[config.mk]
export PLATFORM = sky130hd
export DESIGN_NAME = scacu_ctrl
export DESIGN_NICKNAME = d
export VERILOG_FILES = /design/src/hdl/scacu_pkg.sv /design/src/hdl/scacu_ctrl.sv
export SDC_FILE = /design/constraint.sdc
export NUM_CORES = 1
export LEC_CHECK = 0
export ABC_CLOCK_PERIOD_IN_PS = 1700
export BUFFER_PORTS_ARGS = -buffer_cell sky130_fd_sc_hd__buf_2
export CAP_MARGIN = 20
export CORE_AREA = 5 5 42 44
export DETAILED_ROUTE_END_ITERATION = 8
export DIE_AREA = 0 0 47 49
export GPL_ROUTABILITY_DRIVEN = 0
export PLACE_DENSITY_LB_ADDON = 0.1
export SKIP_CTS_REPAIR_TIMING = 1
export SYNTH_ARGS = -nofsm -noshare
export SYNTH_HDL_FRONTEND = slang
export SYNTH_SLANG_ARGS = --single-unit
[constraint.sdc]
create_clock -name clk -period 1.7 [get_ports clk]
set_clock_uncertainty 0.05 [all_clocks]
set_input_delay 0.085 -clock clk [delete_from_list [all_inputs] [get_ports clk]]
set_output_delay 0.085 -clock clk [all_outputs]
set_load 0.02 [all_outputs]
[src/hdl/scacu_pkg.sv]
// ----------------------------------------------------------------------------
// Set-associative cache with use-count replacement: shared definitions
// Word types, mode codes, controller commands and size defaults.
// ----------------------------------------------------------------------------
package scacu_pkg;

    localparam int LINE_CNT_DEF   = 64;
    localparam int LINE_BYTES_DEF = 4;

    localparam int WORD_W = 32;
    localparam int USES_W = 16;
    localparam logic [USES_W-1:0] USES_MAX = 16'hFFFF;

    // Configuration register indexes.
    localparam int REG_MODE = 0;

    localparam logic [1:0] MODE_DIRECT   = 2'd0;
    localparam logic [1:0] MODE_TWO_WAY  = 2'd1;
    localparam logic [1:0] MODE_FOUR_WAY = 2'd2;

    localparam logic KIND_LOOKUP = 1'b0;
    localparam logic KIND_FILL   = 1'b1;

    typedef struct packed {
        logic              kind;
        logic [WORD_W-1:0] address;
        logic [WORD_W-1:0] write_data;
    } in_word_t;

    typedef struct packed {
        logic              hit;
        logic [WORD_W-1:0] read_data;
        logic [WORD_W-1:0] hit_total;
        logic [WORD_W-1:0] miss_total;
    } out_word_t;

    // Commands from the controller to the datapath.
    typedef struct packed {
        logic capture;
        logic read;
        logic eval;
        logic commit;
    } cmd_t;

    function automatic logic [USES_W-1:0] sat_inc(input logic [USES_W-1:0] value);
        logic [USES_W-1:0] result;
        if (value == USES_MAX)
        begin
            result = USES_MAX;
        end
        else
        begin
            result = value + USES_W'(1);
        end
        return result;
    endfunction

endpackage

[src/hdl/scacu_ctrl.sv]
// ----------------------------------------------------------------------------
// Cache controller
// Sequences capture, row read, way selection and write-back for each word.
// ----------------------------------------------------------------------------
module scacu_ctrl (
    input  logic           clk,
    input  logic           rst_n,
    input  logic           in_valid,
    output logic           in_stall,
    output logic           out_valid,
    input  logic           out_stall,
    output scacu_pkg::cmd_t cmd
);
    typedef enum logic [1:0] {
        S_IDLE,
        S_READ,
        S_EVAL,
        S_WRITE
    } state_t;

    state_t state_reg;
    state_t state_next;
    logic   out_valid_reg;
    logic   out_valid_next;
    logic   out_blocked;

    // A finished result may not overwrite one that is still waiting.
    assign out_blocked = out_valid_reg && out_stall;

    always_comb
    begin
        cmd            = '0;
        state_next     = state_reg;
        out_valid_next = out_valid_reg && out_stall;
        case (state_reg)
            S_IDLE:
            begin
                if (in_valid)
                begin
                    cmd.capture = 1'b1;
                    state_next  = S_READ;
                end
            end
            S_READ:
            begin
                cmd.read   = 1'b1;
                state_next = S_EVAL;
            end
            S_EVAL:
            begin
                cmd.eval   = 1'b1;
                state_next = S_WRITE;
            end
            S_WRITE:
            begin
                if (!out_blocked)
                begin
                    cmd.commit     = 1'b1;
                    out_valid_next = 1'b1;
                    state_next     = S_IDLE;
                end
            end
            default:
            begin
                state_next = S_IDLE;
            end
        endcase
    end

    always_ff @(posedge clk or negedge rst_n)
    begin
        if (!rst_n)
        begin
            state_reg     <= S_IDLE;
            out_valid_reg <= 1'b0;
        end
        else
        begin
            state_reg     <= state_next;
            out_valid_reg <= out_valid_next;
        end
    end

    assign in_stall  = (state_reg != S_IDLE);
    assign out_valid = out_valid_reg;

endmodule

# Word-level counts from Yosys, hierarchy flattened
# Index checks and enable logic that the tools add are counted.
dict set report word_totals {
  reg_bits 3
  inputBits 4
  output_inout_bits 6
}
dict set report op_classes {
  eq_ne 5
  muxes 10
  n_reduce_logical 4
}
# cell count
set ops {}
lappend ops {{one-hot mux 2 bit (4 select lines)} 1}
lappend ops {{two-way mux 1 bit} 7}
lappend ops {{equality test 2 bit, second input constant} 2}
lappend ops {{two-way mux 2 bit} 2}
lappend ops {{inequality test 2 bit, second input constant} 2}
lappend ops {{equality test 2 x 1 -> 1 bit, second input constant} 1}
lappend ops {{logical NOT 2 bit} 1}
lappend ops {{AND reduction 2 bit} 1}
lappend ops {{nonzero test 2 bit} 1}
lappend ops {{logical AND 1 bit} 1}

# Depth between registers and ports, before layout
# Gate-level depths: netlist of the first run.
dict set report logic_depth {
  ltp_word 3
  mapped_depth 5
  depth_no_buf 5
}

# Worst setup path after synthesis of the first run
# No wires, ideal clock.
dict set report synth_timing {
  path_type {reg2reg}
  from {reg state_reg[0]}
  to {reg state_reg[1]}
  setup_time_ps 125
  arrival_time_ps 1195
  required_time_ps 1525
  setup_slack_ps 330
  stages_incl_launch_ff 6
  cell_sequence {dfrtp_1 -> inv_1 -> ha_1 -> inv_2 -> o21ai_2 -> mux2_4}
}
dict set report synth_via {
  elab_chain_cells 3
}
# item line
set synth_rtl {}
lappend synth_rtl {{start: declaration} scacu_ctrl.sv:21} ;# state_t state_reg;
lappend synth_rtl {{start signal: assignment} scacu_ctrl.sv:79} ;# state_reg <= state_next;
lappend synth_rtl {{equality test 2 bit / logical NOT 2 bit (equally long branches)} scacu_ctrl.sv:35} ;# case (state_reg)
lappend synth_rtl {{inequality test 2 bit (no source line)} -}
lappend synth_rtl {{AND reduction 2 bit (no source line)} -}
# Parallel ways exist; a longest one is shown, timed or not.
# A chain may end at the register's enable or synchronous reset.

==> flow_summary.yaml, run 1 <==
run_status:
  status: "finished clean"
clock_network:
  cts.sinks: 3
  h-tree-depth: 1
  cts_root_buf: "clkbuf_4"
  clock_latency_ns: 0.23
  clock_path_buffers: 2
  cts_tree: "done"
  clk_pin_slew_ns: 0.04
  cts-buffers-inserted: 3
critical_path:
  critPathTopFamily: "flip-flops"
  r2r_end: "state_reg[1]"
  r2r_slack_ns: 0.30
  critPathLaunch: "state_reg[0]"
  endpoint_kind: "output pin"
  path_buf_inv: 2
  worst-setup-path-type: "register to output pin"
  r2r_cells: 5
  arrival_ns: 1.27
  path_cells: "inv_1 > ha_1 > and2_2 > buf_2"
  cp_slowest_cell: "dfrtp_1"
  slowest_delay_ns: 0.37
  crit_required_ns: 1.56
  worstSetupStartpointType: "register"
  worstPathMaxFanout: 4
  regToRegStartpoint: "state_reg[0]"
run:
  drv_cap: 0
floorplanning:
  rows: 14
  ios: 10
  die_area_um2: 2300
  core_area_um2: 1400
  fp.dieH_um: 49
  fp.dieW_um: 47
  initial_utilization: 0.156
synth:
  synth_largest_area_cell: "dfrtp_1"
  synth_cells: 19
  ys_seq_area_frac: 0.343
  synth_top_area_share: 0.343
  synth_most_common_cell: "ha_1"
  async_flop_share: 1.00
  netlist_area_um2: 219
  ys_dominant_reg_cell: "dfrtp_1"
  syn-num-nets: 28
  synthTopCellsByCount: "ha_1, dfrtp_1, inv_1"
  netlist_top_cells_area: "dfrtp_1, ha_1, mux2_4"
  avgSynthCellArea_um2: 11.5
  synth_cell_type_count: 12
  ys.warnings.count: 0
  ys_seq_elements: 3
  synth_edf_count: 0
final_layout:
  utilization: 0.229
  nNetsFinal: 43
  n_antenna_cell: 0
  final-instance-count-excl-fill: 49
  drive_above_1_share: 0.515
  area_delta_synth_final_pct: 46.3
  largest_reg_flops: 2
  stdcell_area_um2: 320
sta:
  fin_crit_ns: 1.41
  rsz0062_at_grt: "no"
  setup_viol: 0
  fin_crit_sh: 0.828
  slew_violations: 0
  finalHoldViolations: 0
  relSlewSlack: 0.901
  tightestPinTransition_ns: 0.145
  tns_ns: 0
  fmax_mhz: 711
route:
  vias_per_cell: 3.55
  drtAntennaViolNets: 0
  routedWlPerCell_um: 9.55
  drtPass1Iterations: 1
  drt-initial-drc-count: 0
  routed_wl_um: 468
  drc: 0
  dr_total_vias: 174
pwr:
  p_int_mw: 0.359
  combPwrFrac: 0.582
  clkPwrFrac: 0.189
  p_seq_frac: 0.229
  swShare: 0.446
  p_per_area_nw_per_um2: 2020
  p_sw_mw: 0.289
  peakVddDrop_mv: 0.496
  p_leak_nw: 0.176
global_routing:
  antenna_found_initial: 0
  grt_max_degree: 5
  grt_pass1_vias: 205
  grt.total_usage: 0.0487
  grt_pass1_wl_um: 745
  grt.overflow.total: 0
hold_path:
  hold_path_depth: 2
  min_from: "out_stall"
  holdPathEnd: "out_valid"
  min_path_type: "input pin to register"
place:
  dpl-instance-area_um2: 284
  port_buffers: 9
  dp_cells: 44
  place_hpwl_um: 393
layout by cell type (no fill, tap or decap):
| master | n |
|---|---|
| buf_2 | 9 |
| ha_1 | 5 |
| clkbuf_4 | 3 |
| dfrtp_1 | 3 |
| inv_1 | 2 |
| inv_2 | 1 |
| a21boi_0 | 1 |
| and2_2 | 1 |
| a21o_1 | 1 |
| nand3_2 | 1 |
| o21ai_2 | 1 |
| mux2_4 | 1 |
| nor2_1 | 1 |
| mux2i_1 | 1 |
| clkbuf_1 | 1 |
| dlygate4sd3_1 | 1 |
how the worst max path moves through the flow:
stage,to,slack [ns],depth (start not counted)
after floorplan,state_reg[1],0.33,5
after global placement,state_reg[1],0.28,5
after detailed placement,state_reg[1],0.28,5
after CTS,cmd[3],0.27,4
after global routing,cmd[3],0.21,4
final,cmd[3],0.29,4
cells by family after synthesis:
kind of cell	count (synthesis)	synth area share
DFF	3	0.343
adders and majority gates	5	0.286
muxes	2	0.114
buffers and inverters	3	0.0514
and+or+nand+nor	3	0.0971
AOI/OAI and AO/OA	3	0.109
layer usage:
| metal | global-route usage | vias to the layer above | wire [um] |
|---|---|---|---|
| met3 | 0.0111 | 0 | 39 |
| met5 | 0 | - | 0 |
| li1 | - | 89 | - |
| met2 | 0.0724 | 5 | 242 |
| met1 | 0.0419 | 80 | 186 |
| met4 | 0.0691 | 0 | 0 |
per-stage QoR:
| stage | hold slack (ns) | worst slack, ns | power, mW |
|---|---|---|---|
| floorplan | -0.261 | 0.330 | 0.430 |
| global placement | -0.168 | 0.281 | 0.535 |
| detailed placement | -0.166 | 0.275 | 0.537 |
| CTS | -0.415 | 0.267 | 0.667 |
| global route | 0.0574 | 0.207 | 0.712 |
| finish | 0.0548 | 0.293 | 0.648 |
layout make-up:
cell class | count | area [um2]
clock buffer | 4 | 26.3
sequential | 3 | 75.1
fill | 160 | 1080
tap | 16 | 20.0
timing repair buffer | 10 | 55.1
inverter | 3 | 11.3
multi-input combinational | 13 | 133
power groups by stage:
| stage | registers (mW) | logic (mW) | clock network, mW |
|---|---|---|---|
| after global routing | 0.157 | 0.418 | 0.137 |
| after CTS | 0.151 | 0.387 | 0.130 |
| after floorplan | 0.156 | 0.274 | 0 |
| after detailed placement | 0.152 | 0.385 | 0 |
| final | 0.148 | 0.377 | 0.123 |
| after global placement | 0.149 | 0.386 | 0 |
(Power assumes the default switching activity.)
==> inputs of run 2 (changes only) <==
- ABC_CLOCK_PERIOD_IN_PS: 1700 -> 1300
- clock period: 1.7 -> 1.3 ns (I/O delays scaled with it)
==> run 2 against run 1 <==
  * Non-clock buffer count is 5 higher
  * Sequential share of layout area down 5.8 points
  * Setup slack got worse by 0.29 ns
  * Die area stayed put
  * Largest cell class unchanged
  * Combinational power increased by 110%
  * Power is 78% higher
  * Global-route usage rose by 0.22 points
  * Worst hold slack got worse by 0.0055 ns
  * Core utilization grew 7.6 points
  * Cell count rose by 10%
  * First-iteration DRC count unchanged
==> flow_summary.yaml, run 2 (synthesis results as in run 1) <==
run_status:
  status: "finished clean"
critical_path:
  slowest_delay_ns: 0.40
  worstSetupEndpoint: "state_reg[1]"
  regToRegStartpoint: "state_reg[0]"
  crit_required_ns: 1.36
  arrival_ns: 1.35
  endpoint_kind: "register"
  worst-setup-path-type: "register to register"
  path_cells: "inv_2 > ha_4 > inv_4 > o21ai_4 > mux2_4"
  cp_slowest_cell: "dfrtp_1"
  r2r_slack_ns: 0.006
  r2r_cells: 5
  worstPathMaxFanout: 3
  worstSetupStartpointType: "register"
  critPathLaunch: "state_reg[0]"
  r2r_end: "state_reg[1]"
clock_network:
  clock_path_buffers: 2
  clock_latency_ns: 0.23
  cts.sinks: 3
  clk_pin_slew_ns: 0.04
  cts_root_buf: "clkbuf_4"
  h-tree-depth: 1
  cts-buffers-inserted: 3
  cts_tree: "done"
sta:
  rsz0062_at_grt: "yes"
  setup_viol: 0
  finalHoldViolations: 0
  slew_violations: 0
  fin_crit_ns: 1.29
  relSlewSlack: 0.910
  fmax_mhz: 773
  fin_crit_sh: 0.995
  tightestPinTransition_ns: 0.132
  finalWorstSetupSlack_ns: 0.00646
  holdWs_ns: 0.0493
place:
  port_buffers: 9
  place_hpwl_um: 410
  pre_cts_ws_ns: -0.0155
  dpl-instance-area_um2: 337
global_routing:
  grt_max_degree: 5
  grt.total_usage: 0.0508
  grt_pass1_vias: 205
  antenna_found_initial: 0
  grt_pass1_wl_um: 786
  grt.overflow.total: 0
pwr:
  p_leak_nw: 0.203
  p_per_area_nw_per_um2: 2700
  peakVddDrop_mv: 0.812
run:
  drv_cap: 0
final_layout:
  largest_reg_flops: 2
  stdcell_area_um2: 427
  utilization: 0.304
  area_delta_synth_final_pct: 94.9
  drive_above_1_share: 0.763
  final_cell_mix: "buf_2, buf_4, buf_6, clkbuf_4, dfrtp_1"
  n_antenna_cell: 0
  nNetsFinal: 48
hold_path:
  min_from: "out_stall"
  min_path_type: "input pin to register"
floorplanning:
  fp.dieW_um: 47
  ios: 10
  fp.dieH_um: 49
  initial_utilization: 0.156
  core_area_um2: 1400
  die_area_um2: 2300
  rows: 14
route:
  dr_total_vias: 204
  vias_per_cell: 3.78
  routedWlPerCell_um: 9.20
  drc: 0
  drtPass1Iterations: 1
  drtAntennaViolNets: 0
  routed_wl_um: 497
  drt-initial-drc-count: 0
## run 2: cell types whose count changed in the layout (fill, tap and decap cells not counted), sizes merged
cell  change
buf       +5
## run 2: report_power, final
group | internal (mW) | leakage [nW] | total (mW) | switching [mW]
registers | 0.145 | 0.0358 | 0.199 | 0.0542
logic | 0.424 | 0.152 | 0.792 | 0.368
clock network | 0.115 | 0.0150 | 0.161 | 0.0463
## run 2: worst min path at each step
stage	end	slack (ns)	depth (start not counted)
floorplan	out_valid	-0.28	0
global placement	state_reg[0]	-0.19	1
detailed placement	state_reg[0]	-0.18	1
CTS	out_valid	-0.43	1
global route	out_valid	0.05	2
finish	out_valid	0.05	2
## run 2: per-layer routing
metal	up-vias	wire (um)	global-route usage
li1	99	-	-
met1	94	201	0.0576
met2	9	241	0.0633
met3	2	41	0.0443
met4	0	12	0.0276
met5	-	0	0
## run 2: final cells by class
cell class | count | area [um2]
clock buffer | 4 | 26.3
timing repair buffer | 15 | 118
fill | 166 | 975
tap | 16 | 20.0
inverter | 3 | 13.8
sequential | 3 | 75.1
multi-input combinational | 13 | 174
## run 2: worst max-delay path: cells and delay by family (launching register included)
family / cells / cell delay, ns
DFF: 1 / 0.40
muxes: 1 / 0.31
adders and majority gates: 1 / 0.14
buffers and inverters: 2 / 0.13
AOI/OAI and AO/OA: 1 / 0.13
## run 2: metrics by stage
stage	setup TNS [ns]	instances	total power [mW]
final	0	54	1.15
after global routing	-0.0900	54	1.26
after CTS	-0.0642	52	1.03
after detailed placement	-0.0155	48	0.856
after global placement	-0.00968	48	0.848
after floorplan	-0.0137	19	0.632
==> inputs of run 3 (changes only) <==
- CAP_MARGIN: 20 -> 10
- CORE_AREA: 5 5 42 44 -> 2 2 39 41
- DIE_AREA: 0 0 47 49 -> 0 0 41 43
==> run 3 against run 2 <==
  * The flow now finishes with violations (setup timing)
  * Sequential share of layout area grew 0.37 points
  * Setup slack lost 0.023 ns
  * Flip-flop and latch count is the same
  * Via count shrank 2.9%
  * Core utilization shrank 0.25 points
  * Highest routed layer unchanged
  * Maximum frequency shrank 1.7%
  * First-iteration DRC count grew 2
  * Routed wire length grew 8.0%
  * Critical path type unchanged
==> flow_summary.yaml, run 3 (synthesis results as in run 1) <==
clock_network:
  clock_path_buffers: 2
  clk_pin_slew_ns: 0.04
  cts-buffers-inserted: 3
  cts.sinks: 3
  cts_root_buf: "clkbuf_4"
  h-tree-depth: 1
  clock_latency_ns: 0.24
  cts_tree: "done"
place:
  place_hpwl_um: 392
  port_buffers: 9
  pre_cts_ws_ns: -0.0183
  dp_cells: 48
sta:
  fin_crit_ns: 1.32
  tightestPinTransition_ns: 0.171
  tns_ns: -0.0161
  finalHoldViolations: 0
  fin_crit_sh: 1.01
  rsz0062_at_grt: "yes"
  fmax_mhz: 760
  holdWs_ns: 0.0484
  finalWorstSetupSlack_ns: -0.0161
  relSlewSlack: 0.886
  setup_viol: 1
  slew_violations: 0
global_routing:
  grt.overflow.total: 0
  busiest_layer: "met2"
  grt_use_met3: 0.0628
  grt.total_usage: 0.0792
  use_met1: 0.0831
  grt_max_degree: 5
  gr-usage-met2: 0.0906
  grt_pass1_vias: 193
  grt_pass1_wl_um: 807
  antenna_found_initial: 0
critical_path:
  worstPathMaxFanout: 3
  crit_required_ns: 1.37
  critPathTopFamily: "flip-flops"
  cp.depth: 5
  path_cells: "inv_2 > ha_4 > inv_4 > o21ai_4 > mux2_4"
  path_buf_inv: 2
  cp_slowest_cell: "dfrtp_1"
  slowest_delay_ns: 0.41
  worst-setup-path-type: "register to register"
  endpoint_kind: "register"
  worstSetupStartpointType: "register"
  r2r_cells: 5
  arrival_ns: 1.39
final_layout:
  nFillCells: 146
  final_cell_mix: "buf_2, buf_6, buf_4, clkbuf_4, dfrtp_1"
  final-instance-count-excl-fill: 53
  nNetsFinal: 47
  largest_reg_flops: 2
  final_common_cell: "buf_2"
  utilization: 0.302
  area_delta_synth_final_pct: 90.9
  drive_above_1_share: 0.730
  n_antenna_cell: 0
route:
  routedWlPerCell_um: 10.1
  routed_wl_um: 537
  vias_per_cell: 3.74
  drt-initial-drc-count: 2
  drc: 0
  dr_total_vias: 198
  drtAntennaViolNets: 0
  drtPass1Iterations: 2
floorplanning:
  core_area_um2: 1380
  die_area_um2: 1760
  fp.dieW_um: 41
  rows: 14
  initial_utilization: 0.158
  fp.dieH_um: 43
  ios: 10
pwr:
  peakVddDrop_mv: 1.15
  p_per_area_nw_per_um2: 2780
  p_leak_nw: 0.201
run_status:
  status: "complete, but fails checks"
  violations: "setup timing"
run:
  drv_cap: 0
hold_path:
  hold_path_depth: 2
  min_path_type: "input pin to register"
run 3: cell count changes in the layout (fill, tap and decap cells not counted), sizes merged:
| cell | delta |
|---|---|
| buf | -1 |
run 3: path summary, 6_finish.rpt:
path,from,to,slack [ns]
max,state_reg[0],state_reg[1],-0.02
min,out_stall,out_valid,0.05
max reg2reg,state_reg[0],state_reg[1],-0.02
min reg2reg,out_valid,out_valid,0.54
max in group asynchronous,rst_n,state_reg[1],1.00
min in group asynchronous,rst_n,state_reg[0],0.10
run 3: routing by layer:
metal | vias up | part of all wire
met3 | 2 | 0.093
met1 | 88 | 0.43
li1 | 98 | -
met4 | 0 | 0.022
met2 | 10 | 0.45
met5 | - | 0
run 3: final cells by class:
type                       count  area [um2]  area share
multi-input combinational     13         173       0.413
timing repair buffer          14         110       0.263
inverter                       3        13.8      0.0329
clock buffer                   4        26.3      0.0629
tap                           16        20.0      0.0479
sequential                     3        75.1       0.180
run 3: power breakdown:
group	switching, mW	internal [mW]
Clock	0.0584	0.116
Sequential	0.0618	0.145
Combinational	0.363	0.419
run 3: stage by stage:
stage	area [um2]	power [mW]
6_report	418	1.16
5_1_grt	418	1.26
4_1_cts	363	1.05
3_5_place_dp	337	0.865
3_3_place_gp	337	0.855
2_1_floorplan	241	0.632
